==> config.mk <==
export PLATFORM = sky130hd
export DESIGN_NAME = gate_motor_controller_flat
export DESIGN_NICKNAME = d
export VERILOG_FILES = /design/src/rtl/gmc_pkg.sv /design/src/rtl/gmc_if.sv /design/src/rtl/gate_motor_controller.sv /design/src/rtl/gmc_core.sv /design/src/flat_wrapper.sv
export SDC_FILE = /design/constraint.sdc
export NUM_CORES = 1
export LEC_CHECK = 0
export ABC_AREA = 1
export BUFFER_PORTS_ARGS = -buffer_cell sky130_fd_sc_hd__buf_2
export CORE_MARGIN = 4
export CORE_UTILIZATION = 30
export DETAILED_ROUTE_END_ITERATION = 10
export MAX_ROUTING_LAYER = met4
export SLEW_MARGIN = 20
export SYNTH_ARGS = -nofsm -noshare
export SYNTH_HDL_FRONTEND = slang
export SYNTH_SLANG_ARGS = --single-unit
==> constraint.sdc <==
create_clock -name clk_i -period 5.95 [get_ports clk_i]
set_input_delay 0.595 -clock clk_i [delete_from_list [all_inputs] [get_ports clk_i]]
set_output_delay 0.595 -clock clk_i [all_outputs]
set_load 0.01 [all_outputs]
==> src/rtl/gmc_pkg.sv <==
// Package: gate motor controller types, codes and defaults.
package gmc_pkg;

  localparam int unsigned ElapsedBitsDef = 16;
  localparam int unsigned OpW            = 3;
  localparam int unsigned StateW         = 3;
  localparam int unsigned DutyW          = 7;
  localparam int unsigned LimitW         = 16;
  localparam int unsigned CfgIdxW        = 2;
  localparam int unsigned CfgDataW       = 16;

  // event codes
  localparam logic [OpW-1:0] OP_TICK        = 3'd0;
  localparam logic [OpW-1:0] OP_OPEN_LIMIT  = 3'd1;
  localparam logic [OpW-1:0] OP_CLOSE_LIMIT = 3'd2;
  localparam logic [OpW-1:0] OP_STOP        = 3'd3;
  localparam logic [OpW-1:0] OP_OPEN_CMD    = 3'd4;
  localparam logic [OpW-1:0] OP_CLOSE_CMD   = 3'd5;

  // gate states
  localparam logic [StateW-1:0] GS_CLOSED  = 3'd0;
  localparam logic [StateW-1:0] GS_OPENING = 3'd1;
  localparam logic [StateW-1:0] GS_OPENED  = 3'd2;
  localparam logic [StateW-1:0] GS_CLOSING = 3'd3;
  localparam logic [StateW-1:0] GS_STOPPED = 3'd4;

  // configuration register indexes
  localparam logic [CfgIdxW-1:0] CFG_MIN_DUTY    = 2'd0;
  localparam logic [CfgIdxW-1:0] CFG_MAX_DUTY    = 2'd1;
  localparam logic [CfgIdxW-1:0] CFG_LIMIT_TICKS = 2'd2;

  localparam logic [DutyW-1:0]  DUTY_CAP        = 7'd100;
  localparam logic [DutyW-1:0]  MIN_DUTY_RST    = 7'd30;
  localparam logic [DutyW-1:0]  MAX_DUTY_RST    = 7'd100;
  localparam logic [LimitW-1:0] LIMIT_TICKS_RST = 16'd300;

  typedef struct packed {
    logic [OpW-1:0] op;
    logic           level_ok;
    logic           open_limit_pressed;
    logic           close_limit_pressed;
  } gmc_item_t;

  typedef struct packed {
    logic [DutyW-1:0]  min_duty;
    logic [DutyW-1:0]  max_duty;
    logic [LimitW-1:0] limit_ticks;
  } gmc_cfg_t;

  typedef struct packed {
    logic [StateW-1:0] door_state;
    logic              motor_enable;
    logic              drive_a;
    logic              drive_b;
    logic [DutyW-1:0]  duty;
    logic              timed_out;
  } gmc_res_t;

endpackage

==> src/rtl/gmc_if.sv <==
// Interfaces: event request channel and result channel.
interface gmc_in_if
  import gmc_pkg::*;
();
  logic           valid;
  logic           ready;
  logic [OpW-1:0] op;
  logic           level_ok;
  logic           open_limit_pressed;
  logic           close_limit_pressed;

  modport source (output valid, output op, output level_ok, output open_limit_pressed,
                  output close_limit_pressed, input ready);
  modport sink   (input valid, input op, input level_ok, input open_limit_pressed,
                  input close_limit_pressed, output ready);
endinterface

interface gmc_out_if
  import gmc_pkg::*;
();
  logic              valid;
  logic              ready;
  logic [StateW-1:0] door_state;
  logic              motor_enable;
  logic              drive_a;
  logic              drive_b;
  logic [DutyW-1:0]  duty;
  logic              timed_out;

  modport source (output valid, output door_state, output motor_enable, output drive_a,
                  output drive_b, output duty, output timed_out, input ready);
  modport sink   (input valid, input door_state, input motor_enable, input drive_a,
                  input drive_b, input duty, input timed_out, output ready);
endinterface

==> src/rtl/gate_motor_controller.sv <==
// Top level: gate motor controller with input register, sequencer and result register.
//
// Channel   Dir  Payload
// in_if     in   op, level_ok, open_limit_pressed, close_limit_pressed
// out_if    out  door_state, motor_enable, drive_a, drive_b, duty, timed_out
// cfg       in   cfg_we_i, cfg_idx_i (0 min_duty, 1 max_duty, 2 limit_ticks), cfg_data_i
//
// One request per clock unless the result stalls; each request goes into the input register,
// and the state update runs combinationally from there into the result register.
// Reset clears the sequencer to STOPPED and loads the register defaults.
// A stalled result holds; the input register takes one more request meanwhile.
module gate_motor_controller
  import gmc_pkg::*;
#(
  parameter int unsigned ELAPSED_BITS = ElapsedBitsDef
) (
  input  logic                clk_i,
  input  logic                rst_ni,
  gmc_in_if.sink              in_if,
  gmc_out_if.source           out_if,
  input  logic                cfg_we_i,
  input  logic [CfgIdxW-1:0]  cfg_idx_i,
  input  logic [CfgDataW-1:0] cfg_data_i
);

  gmc_cfg_t  cfg_q;
  gmc_item_t item_q;
  logic      item_v_q;
  gmc_res_t  res_d, res_q;
  logic      res_v_q;
  logic      advance, step_en, in_acc;

  assign advance     = !res_v_q || out_if.ready;
  assign step_en     = item_v_q && advance;
  assign in_if.ready = !item_v_q || advance;
  assign in_acc      = in_if.valid && in_if.ready;

  always_ff @(posedge clk_i or negedge rst_ni) begin
    if (!rst_ni) begin
      cfg_q.min_duty    <= MIN_DUTY_RST;
      cfg_q.max_duty    <= MAX_DUTY_RST;
      cfg_q.limit_ticks <= LIMIT_TICKS_RST;
    end else if (cfg_we_i) begin
      unique case (cfg_idx_i)
        CFG_MIN_DUTY:    cfg_q.min_duty    <= cfg_data_i[DutyW-1:0];
        CFG_MAX_DUTY:    cfg_q.max_duty    <= cfg_data_i[DutyW-1:0];
        CFG_LIMIT_TICKS: cfg_q.limit_ticks <= cfg_data_i[LimitW-1:0];
        default: ;
      endcase
    end
  end

  always_ff @(posedge clk_i or negedge rst_ni) begin
    if (!rst_ni) begin
      item_v_q <= 1'b0;
      res_v_q  <= 1'b0;
    end else begin
      if (in_acc) begin
        item_v_q <= 1'b1;
      end else if (advance) begin
        item_v_q <= 1'b0;
      end
      if (advance) res_v_q <= item_v_q;
    end
  end

  always_ff @(posedge clk_i) begin
    if (in_acc) begin
      item_q.op                  <= in_if.op;
      item_q.level_ok            <= in_if.level_ok;
      item_q.open_limit_pressed  <= in_if.open_limit_pressed;
      item_q.close_limit_pressed <= in_if.close_limit_pressed;
    end
    if (step_en) res_q <= res_d;
  end

  gmc_core #(
    .ELAPSED_BITS(ELAPSED_BITS)
  ) u_core (
    .clk_i    (clk_i),
    .rst_ni   (rst_ni),
    .step_en_i(step_en),
    .item_i   (item_q),
    .cfg_i    (cfg_q),
    .res_o    (res_d)
  );

  assign out_if.valid        = res_v_q;
  assign out_if.door_state   = res_q.door_state;
  assign out_if.motor_enable = res_q.motor_enable;
  assign out_if.drive_a      = res_q.drive_a;
  assign out_if.drive_b      = res_q.drive_b;
  assign out_if.duty         = res_q.duty;
  assign out_if.timed_out    = res_q.timed_out;

`ifndef SYNTH
  a_drive_dir: assert property (@(posedge clk_i) disable iff (!rst_ni)
    out_if.valid && out_if.motor_enable |-> (out_if.drive_a ^ out_if.drive_b))
    else $error("moving result without exactly one drive direction");

  a_idle_quiet: assert property (@(posedge clk_i) disable iff (!rst_ni)
    out_if.valid && !out_if.motor_enable |->
      (out_if.duty == '0) && !out_if.drive_a && !out_if.drive_b)
    else $error("idle result with drive or duty");

  a_timeout_stop: assert property (@(posedge clk_i) disable iff (!rst_ni)
    out_if.valid && out_if.timed_out |->
      (out_if.door_state == GS_STOPPED) && !out_if.motor_enable)
    else $error("timeout without stopped state");

  a_item_hold: assert property (@(posedge clk_i) disable iff (!rst_ni)
    item_v_q && !advance |=> item_v_q && $stable(item_q))
    else $error("pending request lost while result stalled");
`endif

endmodule

==> src/rtl/gmc_core.sv <==
// Gate sequencer state registers and combinational event update.
module gmc_core
  import gmc_pkg::*;
#(
  parameter int unsigned ELAPSED_BITS = ElapsedBitsDef
) (
  input  logic      clk_i,
  input  logic      rst_ni,
  input  logic      step_en_i,
  input  gmc_item_t item_i,
  input  gmc_cfg_t  cfg_i,
  output gmc_res_t  res_o
);

  localparam int unsigned CmpW = (ELAPSED_BITS > LimitW) ? ELAPSED_BITS : LimitW;

  logic [StateW-1:0]       mode_q, mode_d;
  logic                    sreq_q, sreq_d;
  logic                    mv_q, mv_d;
  logic                    mvo_q, mvo_d;
  logic [DutyW-1:0]        duty_q, duty_d;
  logic [ELAPSED_BITS-1:0] el_q, el_d;
  logic                    timeout;
  logic                    want_open;
  logic [DutyW-1:0]        cmin, cmax;

  always_comb begin
    cmin      = (cfg_i.min_duty > DUTY_CAP) ? DUTY_CAP : cfg_i.min_duty;
    cmax      = (cfg_i.max_duty > DUTY_CAP) ? DUTY_CAP : cfg_i.max_duty;
    mode_d    = mode_q;
    sreq_d    = sreq_q;
    mv_d      = mv_q;
    mvo_d     = mvo_q;
    duty_d    = duty_q;
    el_d      = el_q;
    timeout   = 1'b0;
    want_open = 1'b0;

    if (item_i.op == OP_TICK) begin
      if (mv_q) begin
        if (duty_q < cmax) duty_d = duty_q + 1'b1;
        if (!(&el_q)) el_d = el_q + 1'b1;
        timeout = CmpW'(el_d) > CmpW'(cfg_i.limit_ticks);
        if (sreq_q || timeout) begin
          mv_d   = 1'b0;
          mvo_d  = 1'b0;
          sreq_d = 1'b0;
          if (timeout) mode_d = GS_STOPPED;
        end
      end
    end else if (item_i.level_ok) begin
      unique case (item_i.op)
        OP_OPEN_LIMIT: begin
          sreq_d = 1'b1;
          mode_d = GS_OPENED;
        end
        OP_CLOSE_LIMIT: begin
          sreq_d = 1'b1;
          mode_d = GS_CLOSED;
        end
        OP_STOP: begin
          sreq_d = 1'b1;
          if (mode_q != GS_OPENED && mode_q != GS_CLOSED) mode_d = GS_STOPPED;
        end
        OP_OPEN_CMD: begin
          if (mode_q == GS_CLOSING) sreq_d = 1'b1;
          mode_d = GS_OPENING;
        end
        OP_CLOSE_CMD: begin
          if (mode_q == GS_OPENING) sreq_d = 1'b1;
          mode_d = GS_CLOSING;
        end
        default: ;
      endcase
    end

    // start motion from an idle opening/closing state
    if (!mv_d && (mode_d == GS_OPENING || mode_d == GS_CLOSING)) begin
      want_open = (mode_d == GS_OPENING);
      if (want_open && item_i.open_limit_pressed) begin
        mode_d = GS_OPENED;
      end else if (!want_open && item_i.close_limit_pressed) begin
        mode_d = GS_CLOSED;
      end else begin
        mv_d   = 1'b1;
        mvo_d  = want_open;
        sreq_d = 1'b0;
        el_d   = '0;
        duty_d = (cmin < cmax) ? cmin + 1'b1 : cmin;
      end
    end
  end

  always_comb begin
    res_o.door_state   = mode_d;
    res_o.motor_enable = mv_d;
    res_o.drive_a      = mv_d && !mvo_d;
    res_o.drive_b      = mv_d && mvo_d;
    res_o.duty         = mv_d ? duty_d : '0;
    res_o.timed_out    = timeout;
  end

  always_ff @(posedge clk_i or negedge rst_ni) begin
    if (!rst_ni) begin
      mode_q <= GS_STOPPED;
      sreq_q <= 1'b0;
      mv_q   <= 1'b0;
      mvo_q  <= 1'b0;
      duty_q <= '0;
      el_q   <= '0;
    end else if (step_en_i) begin
      mode_q <= mode_d;
      sreq_q <= sreq_d;
      mv_q   <= mv_d;
      mvo_q  <= mvo_d;
      duty_q <= duty_d;
      el_q   <= el_d;
    end
  end

endmodule

==> src/flat_wrapper.sv <==
// flat-port wrapper written by rule: the top's interface ports become plain ports
module gate_motor_controller_flat import gmc_pkg::*;
#(
  parameter int unsigned ELAPSED_BITS = ElapsedBitsDef
)
  (clk_i, rst_ni, cfg_we_i, cfg_idx_i, cfg_data_i, in_if_valid, in_if_op, in_if_level_ok, in_if_open_limit_pressed, in_if_close_limit_pressed, in_if_ready, out_if_valid, out_if_door_state, out_if_motor_enable, out_if_drive_a, out_if_drive_b, out_if_duty, out_if_timed_out, out_if_ready);
  gmc_in_if in_if_i ();
  gmc_out_if out_if_i ();
  input  logic clk_i;
  input  logic rst_ni;
  input  logic cfg_we_i;
  input  logic [CfgIdxW-1:0] cfg_idx_i;
  input  logic [CfgDataW-1:0] cfg_data_i;
  input wire logic [$bits(in_if_i.valid)-1:0] in_if_valid;
  input wire logic [$bits(in_if_i.op)-1:0] in_if_op;
  input wire logic [$bits(in_if_i.level_ok)-1:0] in_if_level_ok;
  input wire logic [$bits(in_if_i.open_limit_pressed)-1:0] in_if_open_limit_pressed;
  input wire logic [$bits(in_if_i.close_limit_pressed)-1:0] in_if_close_limit_pressed;
  output wire logic [$bits(in_if_i.ready)-1:0] in_if_ready;
  output wire logic [$bits(out_if_i.valid)-1:0] out_if_valid;
  output wire logic [$bits(out_if_i.door_state)-1:0] out_if_door_state;
  output wire logic [$bits(out_if_i.motor_enable)-1:0] out_if_motor_enable;
  output wire logic [$bits(out_if_i.drive_a)-1:0] out_if_drive_a;
  output wire logic [$bits(out_if_i.drive_b)-1:0] out_if_drive_b;
  output wire logic [$bits(out_if_i.duty)-1:0] out_if_duty;
  output wire logic [$bits(out_if_i.timed_out)-1:0] out_if_timed_out;
  input wire logic [$bits(out_if_i.ready)-1:0] out_if_ready;
  assign in_if_i.valid = in_if_valid;
  assign in_if_i.op = in_if_op;
  assign in_if_i.level_ok = in_if_level_ok;
  assign in_if_i.open_limit_pressed = in_if_open_limit_pressed;
  assign in_if_i.close_limit_pressed = in_if_close_limit_pressed;
  assign in_if_ready = in_if_i.ready;
  assign out_if_valid = out_if_i.valid;
  assign out_if_door_state = out_if_i.door_state;
  assign out_if_motor_enable = out_if_i.motor_enable;
  assign out_if_drive_a = out_if_i.drive_a;
  assign out_if_drive_b = out_if_i.drive_b;
  assign out_if_duty = out_if_i.duty;
  assign out_if_timed_out = out_if_i.timed_out;
  assign out_if_i.ready = out_if_ready;
  gate_motor_controller #(.ELAPSED_BITS(ELAPSED_BITS)) u_core (.clk_i(clk_i), .rst_ni(rst_ni), .in_if(in_if_i), .out_if(out_if_i), .cfg_we_i(cfg_we_i), .cfg_idx_i(cfg_idx_i), .cfg_data_i(cfg_data_i));
endmodule
==> results of run 1 <==
worst reg2reg max path, delay by kind of cell (launching register included):
kind | cells | cell delay [ns]
simple gates | 13 | 1.76
xor+xnor | 1 | 0.20
compound gates | 3 | 0.93
flops | 1 | 0.40
fa+ha+maj | 2 | 0.49
layout make-up:
type,count,area (µm²),area share
clock buffer,9,225,0.0384
clock inverter,7,83.8,0.0143
inverter,90,338,0.0576
multi-input combinational,463,2560,0.437
sequential,81,2140,0.365
tap,220,275,0.0470
timing repair buffer,46,235,0.0401
logic make-up (layout without fill, tap and decap cells):
group           after synthesis  after routing  synth area share
simple gates                307            307             0.261
buf+inv                     107            152            0.0819
compound gates              105            105             0.127
flops                        81             81             0.419
fa+ha+maj                    33             33            0.0807
xor+xnor                     18             18            0.0308
cell usage after synthesis, types with 12 or more instances:
master and count:
inv_1 88, nand3_1 43, ha_1 33, dfrtp_1 49, edfxtp_1 20, xor2_1 14
o21ai_0 49, nand2_1 180, nor2_1 44, clkbuf_1 13, a21oi_1 27, dfstp_2 12
power by group:
part / total (mW) / switching, mW / internal [mW]
registers: 0.861 / 0.127 / 0.734
clock network: 0.586 / 0.252 / 0.334
logic: 0.859 / 0.534 / 0.325
how the worst max path moves through the flow:
stage / startpoint / end / cells after the start
finish: u_core.u_core.el_q[0] / u_core.out_if.duty[3] / 19
CTS: u_core.u_core.el_q[0] / u_core.out_if.duty[3] / 19
floorplan: u_core.u_core.el_q[0] / u_core.out_if.drive_a / 20
detailed placement: u_core.u_core.el_q[0] / u_core.out_if.duty[2] / 19
global route: u_core.u_core.el_q[0] / u_core.out_if.duty[3] / 19
global placement: u_core.u_core.el_q[0] / u_core.out_if.duty[1] / 21
sequential cells by signal, summed over array words and instances (netlist names), 3 cells and up:
signal                    count
u_core.cfg_q                 30
u_core.u_core.duty_q          7
u_core.out_if.duty            7
u_core.out_if.door_state      3
u_core.u_core.mode_q          3
u_core.item_q                 6
u_core.u_core.el_q           16
layer usage:
metal	routed length, µm	global-route usage	share of wire
met1	5790	0.174	0.48
met2	5600	0.217	0.47
met3	471	0.0362	0.039
met4	101	0.0270	0.0084
met5	0	-	0
metrics by stage:
step                      instances  hold slack (ns)
after global placement          900            0.459
final                           916            0.412
after CTS                       916            0.399
after floorplan                 651            0.299
after global routing            916            0.398
after detailed placement        900            0.464
==> flow_summary_export.csv, run 1 <==
group,metric,value,unit
cells_and_area,final_common_cell,"nand2_1",
sta,tightest_slew,0.811,ns
detailed_routing,dr_total_vias,4179,
global_route,grt_max_degree,62,
global_route,antenna_found_initial,0,
cells_and_area,fillerInstances,1751,
floorplanning,fp.coreArea,16600,µm²
min_path,hold_depth,1,
power_and_ir_drop,p_per_area,393,nW/µm²
placed_design,dpl_cell_area,5550,µm²
detailed_routing,first_pass_iters,4,
critical_path,critical_path.max_stage_delay,0.62,ns
synthesis,syn-cell-area,5120,µm²
detailed_routing,drt-total-wl,12000,µm
synthesis,synth_edf_count,20,
placed_design,place.gp.congestion,0.888,
synthesis,yosys_warnings,0,
synthesis,yosysUniqueCellTypes,41,
min_path,hold_start,"in_if_open_limit_pressed",
placed_design,portBuffers,44,
synthesis,ys_ff_latch,81,
job,drv_cap,0,
cts,cts.sinks,81,
sta,timing.fmax,248,MHz
sta,rsz0062_at_grt,"false",
sta,fin_skew,0.0118,ns
cts,cts_tree,"done",
critical_path,critPathMostFrequentCell,"nand2_1",
detailed_routing,drc,0,
global_route,grt_pass1_wl,20700,µm
cts,cts_made_buffers,9,
global_route,grt_pass1_vias,4168,
cts,h-tree-depth,3,
placed_design,dp_slack,1.91,ns
detailed_routing,detail-route-antenna-nets,0,
floorplanning,io_pins,45,
synthesis,yosysTopAreaCellShare,0.240,
min_path,min_to,"u_core.item_q[1]",
cts,cts-root-buf,"clkbuf_16",
critical_path,critPathLaunchType,"flip-flop",
cells_and_area,areaGrowthSynthToFinish,14.5,%
cells_and_area,mostFrequentLayoutCells,"nand2_1, inv_1, o21ai_0, dfrtp_1",
floorplanning,core.rowCount,47,
floorplanning,die_height,139,µm
cells_and_area,fin_area,5860,µm²
synthesis,syn_area_per_cell,7.86,µm²
sta,min_period,4.03,ns
critical_path,cp.required,6.02,ns
critical_path,r2r_start,"u_core.u_core.el_q[0]",
cts,path_clk_slew,0.07,ns
critical_path,r2r_end,"u_core.out_if.duty[3]",
synthesis,async_reset_ff_frac,0.753,
cts,postCtsHoldBufs,0,
sta,setup_viol,0,
cts,cts_buffer_depth,2,
synthesis,yosysSeqAreaShare,0.419,
sta,timing.final.ws_setup,1.92,ns
cells_and_area,n_antenna_cell,0,
critical_path,crit_fanout,11,
synthesis,syn_nets,713,
cts,clk_latency,0.35,ns
critical_path,r2r_cells,19,
detailed_routing,wl_per_cell,13.1,µm
sta,setup_tns,0,ns
synthesis,synth_area_leaders,"dfrtp_1, nand2_1, edfxtp_1, ha_1, inv_1",
critical_path,path_buf_inv,0,
critical_path,arrival,4.10,ns
sta,fin_crit_sh,0.677,
detailed_routing,viasPerCell,4.56,
cts,cts_resized,0,
synthesis,syn_inst,651,
detailed_routing,drt_iter0_drc,278,
critical_path,r2r_slack,1.92,ns
critical_path,crit_chain,"ha_1 > nand3_1 > nor2_1 > nand3_1 > nor2_1 > nand2_1 > nand2_1 > xor2_1 > ha_1 > a21oi_1 > nand2_1 > a21oi_1 > nand2_1 > nand3_2 > nand3_1 > nand2_2 > nand2_4 > a21boi_1 > nor2_1",
floorplanning,fp.dieArea,19200,µm²
cts,cts_setup_buffers,0,
min_path,hp-class,"in -> reg",
cells_and_area,drive_gt1_frac,0.148,
floorplanning,dieWidth,139,µm
placed_design,dp_hpwl,9080,µm
cells_and_area,finalNetCount,753,
critical_path,cp_slowest_cell,"a21boi_1",
cells_and_area,post-route-util,0.352,
critical_path,crit_family,"simple AND/OR/NAND/NOR gates",
floorplanning,initial_core_util,0.307,
synthesis,yosysTopAreaCell,"dfrtp_1",
synthesis,synth_top_flop_cell,"dfrtp_1",
sta,slew_headroom,0.459,
sta,slew_violations,0,
power_and_ir_drop,p_total,2.31,mW
power_and_ir_drop,ir_drop,0.000159,V
critical_path,endpoint_kind,"flip-flop",
run_status,outcome,"finished, final reports clean",
global_route,grt-ovfl-total,0,
sta,hold_violations,0,
power_and_ir_drop,p_leak,2.95,nW
global_route,grt_use_total,0.135,
critical_path,path_class,"reg -> reg",
Power figures use the tool's default switching activity.
==> inputs of run 2 (changes only) <==
==> constraint.sdc (replaced) <==
create_clock -name clk_i -period 4.2 [get_ports clk_i]
set_input_delay 0.42 -clock clk_i [delete_from_list [all_inputs] [get_ports clk_i]]
set_output_delay 0.42 -clock clk_i [all_outputs]
set_load 0.01 [all_outputs]
==> run 2 against run 1 <==
Effect of this change: power up 42%; final cell count up 0.11%; flip-flop and latch count unchanged; critical endpoint is now u_core.u_core.el_q[9]; sequential share of layout area down 0.078 points; non-clock buffer count up 1.
==> flow_summary_export.csv, run 2 (synthesis results as in run 1) <==
group,metric,value,unit
detailed_routing,first_pass_iters,5,
cells_and_area,n_antenna_cell,0,
sta,timing.final.ws_setup,0.441,ns
critical_path,crit_family,"simple AND/OR/NAND/NOR gates",
global_route,grt_pass1_vias,4271,
cts,postCtsHoldBufs,0,
floorplanning,fp.dieArea,19200,µm²
sta,slew_violations,0,
global_route,grt_pass1_wl,20700,µm
cells_and_area,reg.largest.list,"u_core.cfg_q (30), u_core.u_core.el_q (16)",
cells_and_area,finalNetCount,754,
power_and_ir_drop,power.switching,1.25,mW
critical_path,crit_chain,"ha_1 > nand3_1 > nor2_1 > nand3_1 > nor2_1 > nand2_1 > nand2_1 > xor2_1 > ha_1 > a21oi_1 > nand2_1 > a21oi_1 > nand2_1 > nand3_2 > nand3_2 > a21oi_4 > nand2_4 > nand2_4 > o22ai_1",
cts,cts_tree,"done",
global_route,grt_use_total,0.135,
power_and_ir_drop,pwr-share-clk,0.256,
floorplanning,io_pins,45,
detailed_routing,drt_iter0_drc,212,
sta,min_period,3.76,ns
placed_design,dp_hpwl,9030,µm
sta,setup_tns,0,ns
critical_path,cp.required,4.41,ns
placed_design,place.gp.congestion,0.905,
cts,cts-root-buf,"clkbuf_16",
sta,rsz0062_at_grt,"false",
cts,cts_made_buffers,9,
critical_path,arrival,3.97,ns
cts,cts_setup_buffers,0,
sta,slew_headroom,0.607,
sta,hold_violations,0,
cts,clk_latency,0.35,ns
cells_and_area,fillerInstances,1748,
sta,fin_crit_sh,0.895,
cts,path_clk_slew,0.06,ns
cells_and_area,regArea,2140,µm²
critical_path,critical_path.max_stage_delay,0.40,ns
critical_path,cp_slowest_cell,"dfrtp_1",
cells_and_area,largest_register,"u_core.cfg_q",
sta,tightest_slew,0.587,ns
cells_and_area,final_common_cell,"nand2_1",
floorplanning,fp.coreArea,16600,µm²
cts,cts_buffer_depth,2,
critical_path,critPathMostFrequentCell,"nand2_1",
cells_and_area,drive_gt1_frac,0.148,
critical_path,endpoint_kind,"flip-flop",
floorplanning,initial_core_util,0.307,
floorplanning,dieWidth,139,µm
critical_path,r2r_end,"u_core.u_core.el_q[9]",
global_route,antenna_found_initial,0,
power_and_ir_drop,swShare,0.382,
sta,setup_viol,0,
placed_design,portBuffers,44,
detailed_routing,drt-total-wl,11800,µm
floorplanning,core.rowCount,47,
cts,cts.sinks,81,
floorplanning,die_height,139,µm
critical_path,critPathLaunchType,"flip-flop",
cts,h-tree-depth,3,
cells_and_area,areaGrowthSynthToFinish,14.8,%
detailed_routing,detail-route-antenna-nets,0,
global_route,grt-ovfl-total,0,
power_and_ir_drop,p_leak,2.96,nW
power_and_ir_drop,p_int,2.03,mW
detailed_routing,drc,0,
placed_design,dp_slack,0.464,ns
power_and_ir_drop,p_total,3.28,mW
power_and_ir_drop,combPwrFrac,0.373,
critical_path,r2r_slack,0.44,ns
critical_path,path_class,"reg -> reg",
global_route,grt_max_degree,43,
power_and_ir_drop,p_per_area,558,nW/µm²
critical_path,crit_fanout,16,
cells_and_area,mostFrequentLayoutCells,"nand2_1, inv_1, o21ai_0, dfrtp_1, nor2_1",
sta,timing.fmax,266,MHz
critical_path,r2r_start,"u_core.u_core.el_q[0]",
critical_path,path_buf_inv,0,
run_status,outcome,"finished, final reports clean",
job,drv_cap,0,
cells_and_area,multiInputGateArea,2560,µm²
critical_path,r2r_cells,19,
power_and_ir_drop,ir_drop,0.000221,V
cts,cts_resized,0,
sta,fin_skew,0.00856,ns
detailed_routing,dr_total_vias,4179,
min_path,hp-class,"in -> async",
detailed_routing,wl_per_cell,12.9,µm
power_and_ir_drop,p_seq_frac,0.371,
critical_path,worstSetupStartpoint,"u_core.u_core.el_q[0]",
cells_and_area,largest_register_ffs,30,
detailed_routing,viasPerCell,4.56,
[run 2: cell types whose count changed in the layout (fill, tap and decap cells not counted), sizes merged]
cell,before,now
clkbuf,9,10
buf,46,47
clkinv,1,4
bufinv,1,2
inv,94,89
[run 2: how the worst max path moves through the flow]
stage | slack, ns | endpoint | cells past startpoint
after floorplan | 0.99 | u_core.out_if.drive_a | 20
after global placement | 0.64 | u_core.u_core.el_q[1] | 18
after detailed placement | 0.46 | u_core.u_core.el_q[1] | 19
after CTS | 0.45 | u_core.u_core.el_q[1] | 19
after global routing | 0.003 | u_core.u_core.el_q[1] | 19
final | 0.44 | u_core.u_core.el_q[9] | 19
[run 2: metrics by stage]
stage                     hold slack [ns]  instance area [µm²]  utilization  cells
final                              0.0711                 5870        0.353    917
after global routing                0.116                 5870        0.353    917
after CTS                           0.233                 5870        0.352    917
after detailed placement            0.467                 5550        0.334    901
after global placement              0.465                 5550        0.334    901
after floorplan                     0.124                 5120            -    651
[run 2: power groups by stage]
stage                     Sequential [mW]  Clock (mW)  Combinational [mW]
final                                1.22       0.839                1.22
after global routing                 1.25       0.896                1.44
after global placement               1.23           0                1.22
after floorplan                      1.20           0               0.942
after CTS                            1.22       0.862                1.24
after detailed placement             1.23           0                1.23
[run 2: layout make-up]
type / instances / area share
Clock inverter: 6 / 0.0141
Inverter: 90 / 0.0575
Timing Repair Buffer: 47 / 0.0418
Sequential cell: 81 / 0.365
Multi-Input combinational cell: 463 / 0.436
Tap cell: 220 / 0.0469
Clock buffer: 10 / 0.0390
[run 2: routing by layer]
metal | vias up | part of all wire | wire length, µm | track usage
li1 | 2202 | - | - | -
met1 | 1899 | 0.47 | 5550 | 0.167
met2 | 66 | 0.47 | 5620 | 0.222
met3 | 12 | 0.037 | 433 | 0.0328
met4 | 0 | 0.019 | 229 | 0.0343
met5 | - | 0 | 0 | -
==> inputs of run 3 (changes only) <==
--- a/config.mk
+++ b/config.mk
@@ -7,6 +7,7 @@
 export LEC_CHECK = 0
 export ABC_AREA = 1
 export BUFFER_PORTS_ARGS = -buffer_cell sky130_fd_sc_hd__buf_2
+export CORE_ASPECT_RATIO = 0.9
 export CORE_MARGIN = 4
 export CORE_UTILIZATION = 30
 export DETAILED_ROUTE_END_ITERATION = 10
==> run 3 against run 2 <==
Effect of this change: final area about the same; utilization decreased by 0.26 points; sequential power about the same; via count increased by 1.1%; sequential share of layout area about the same.
==> flow_summary_export.csv, run 3 (synthesis results as in run 1) <==
group,metric,value,unit
sta,slew_headroom,0.604,
detailed_routing,first_pass_iters,5,
power_and_ir_drop,p_int,1.97,mW
critical_path,worstSetupStartpoint,"u_core.u_core.el_q[0]",
floorplanning,core.rowCount,45,
floorplanning,initial_core_util,0.305,
floorplanning,die_height,132,µm
detailed_routing,detail-route-antenna-nets,0,
power_and_ir_drop,pwr-share-clk,0.243,
sta,rsz0062_at_grt,"false",
power_and_ir_drop,p_total,3.25,mW
sta,min_period,3.68,ns
global_route,grt_pass1_vias,4138,
run_status,outcome,"finished, final reports clean",
critical_path,r2r_cells,21,
cts,cts-root-buf,"clkbuf_16",
critical_path,cp.required,4.30,ns
critical_path,r2r_start,"u_core.u_core.el_q[0]",
cts,cts_buffer_depth,2,
placed_design,portBuffers,44,
critical_path,critPathLaunchType,"flip-flop",
floorplanning,fp.coreArea,16800,µm²
detailed_routing,viasPerCell,4.65,
detailed_routing,wl_per_cell,12.9,µm
cells_and_area,mostFrequentLayoutCells,"nand2_1, inv_1, o21ai_0, dfrtp_1",
cells_and_area,n_antenna_cell,0,
power_and_ir_drop,swShare,0.393,
sta,fin_skew,0.00739,ns
placed_design,dp_slack,0.402,ns
cts,clk_latency,0.35,ns
critical_path,r2r_end,"u_core.out_if.duty[4]",
critical_path,crit_fanout,11,
sta,timing.final.ws_setup,0.516,ns
power_and_ir_drop,ir_drop,0.000227,V
sta,timing.fmax,271,MHz
min_path,hp-class,"in -> async",
global_route,antenna_found_initial,0,
floorplanning,dieWidth,146,µm
detailed_routing,drc,0,
sta,tightest_slew,0.592,ns
global_route,grt_max_degree,44,
floorplanning,io_pins,45,
power_and_ir_drop,power.switching,1.27,mW
cells_and_area,final_common_cell,"nand2_1",
cts,postCtsHoldBufs,0,
sta,setup_viol,0,
cells_and_area,largest_register_ffs,30,
cts,path_clk_slew,0.06,ns
cells_and_area,largest_register,"u_core.cfg_q",
power_and_ir_drop,combPwrFrac,0.383,
power_and_ir_drop,p_seq_frac,0.374,
cells_and_area,reg.largest.list,"u_core.cfg_q (30), u_core.u_core.el_q (16)",
floorplanning,fp.dieArea,19200,µm²
power_and_ir_drop,p_per_area,552,nW/µm²
global_route,grt-ovfl-total,0,
cts,cts_tree,"done",
critical_path,arrival,3.78,ns
sta,setup_tns,0,ns
job,drv_cap,0,
critical_path,endpoint_kind,"flip-flop",
cts,h-tree-depth,3,
critical_path,r2r_slack,0.52,ns
cells_and_area,fillerInstances,1759,
placed_design,place.gp.congestion,0.914,
placed_design,dp_hpwl,9010,µm
power_and_ir_drop,p_leak,2.97,nW
critical_path,path_class,"reg -> reg",
cells_and_area,drive_gt1_frac,0.155,
sta,hold_violations,0,
cts,cts.sinks,81,
cts,cts_made_buffers,9,
global_route,grt_use_total,0.135,
sta,fin_crit_sh,0.877,
cells_and_area,areaGrowthSynthToFinish,14.8,%
sta,slew_violations,0,
detailed_routing,drt_iter0_drc,287,
detailed_routing,drt-total-wl,11800,µm
detailed_routing,dr_total_vias,4227,
global_route,grt_pass1_wl,20500,µm
cells_and_area,finalNetCount,755,
==> run 3: worst max-delay path, cell delays in order (launching register included) <==
cell     delay (ns)
dfrtp_1        0.40
ha_1           0.20
nand3_1        0.15
nor2_2         0.16
nand3_1        0.16
nor2_1         0.16
nand2_1        0.17
nand4_1        0.14
xor2_1         0.22
ha_1           0.28
nand2_1        0.06
nand2_1        0.04
nand3_1        0.05
nand2_1        0.09
a21oi_1        0.14
nand2_1        0.10
nand3_2        0.13
nand3_2        0.12
a21oi_4        0.26
nand2_4        0.18
nand2_1        0.13
a21oi_1        0.07
==> run 3: metal layers <==
metal  vias to the layer above  global-route usage  wire length (µm)
li1                       2207                   -                 -
met1                      1933               0.176              5900
met2                        64               0.204              5160
met3                        23              0.0382               467
met4                         0              0.0390               245
met5                         -                   -                 0
==> run 3: through the flow <==
stage                     hold WS (ns)  area, µm²  cells   util
after global routing            0.0978       5880    909  0.350
after floorplan                  0.124       5120    651      -
after CTS                        0.225       5840    908  0.348
after global placement           0.469       5540    892  0.330
after detailed placement         0.467       5540    892  0.330
final                           0.0596       5880    909  0.350
==> run 3: worst max path at each step <==
stage	end	slack [ns]	cells after the start
after floorplan	u_core.out_if.drive_a	0.99	20
after global placement	u_core.u_core.el_q[9]	0.53	19
after detailed placement	u_core.u_core.el_q[5]	0.40	19
after CTS	u_core.u_core.el_q[9]	0.38	19
after global routing	u_core.out_if.duty[6]	0.06	21
final	u_core.out_if.duty[4]	0.52	21
==> run 3: power by group through the flow <==
stage | logic, mW | clock network [mW] | registers (mW)
finish | 1.24 | 0.789 | 1.21
global placement | 1.22 | 0 | 1.23
detailed placement | 1.24 | 0 | 1.23
CTS | 1.24 | 0.815 | 1.22
floorplan | 0.942 | 0 | 1.20
global route | 1.46 | 0.851 | 1.25
==> run 3: what timing repair did <==
action                     in CTS  in global routing
setup endpoints to repair       0                 33
setup buffers                   0                  1
gates resized for setup         0                  4
==> run 3: final cells by class <==
type	instances	area [µm²]	share of cell area
multi-input combinational	463	2580	0.440
timing repair buffer	48	253	0.0430
sequential	81	2140	0.364
clock inverter	7	70.1	0.0119
tap	211	264	0.0449
inverter	90	338	0.0575
clock buffer	9	225	0.0383
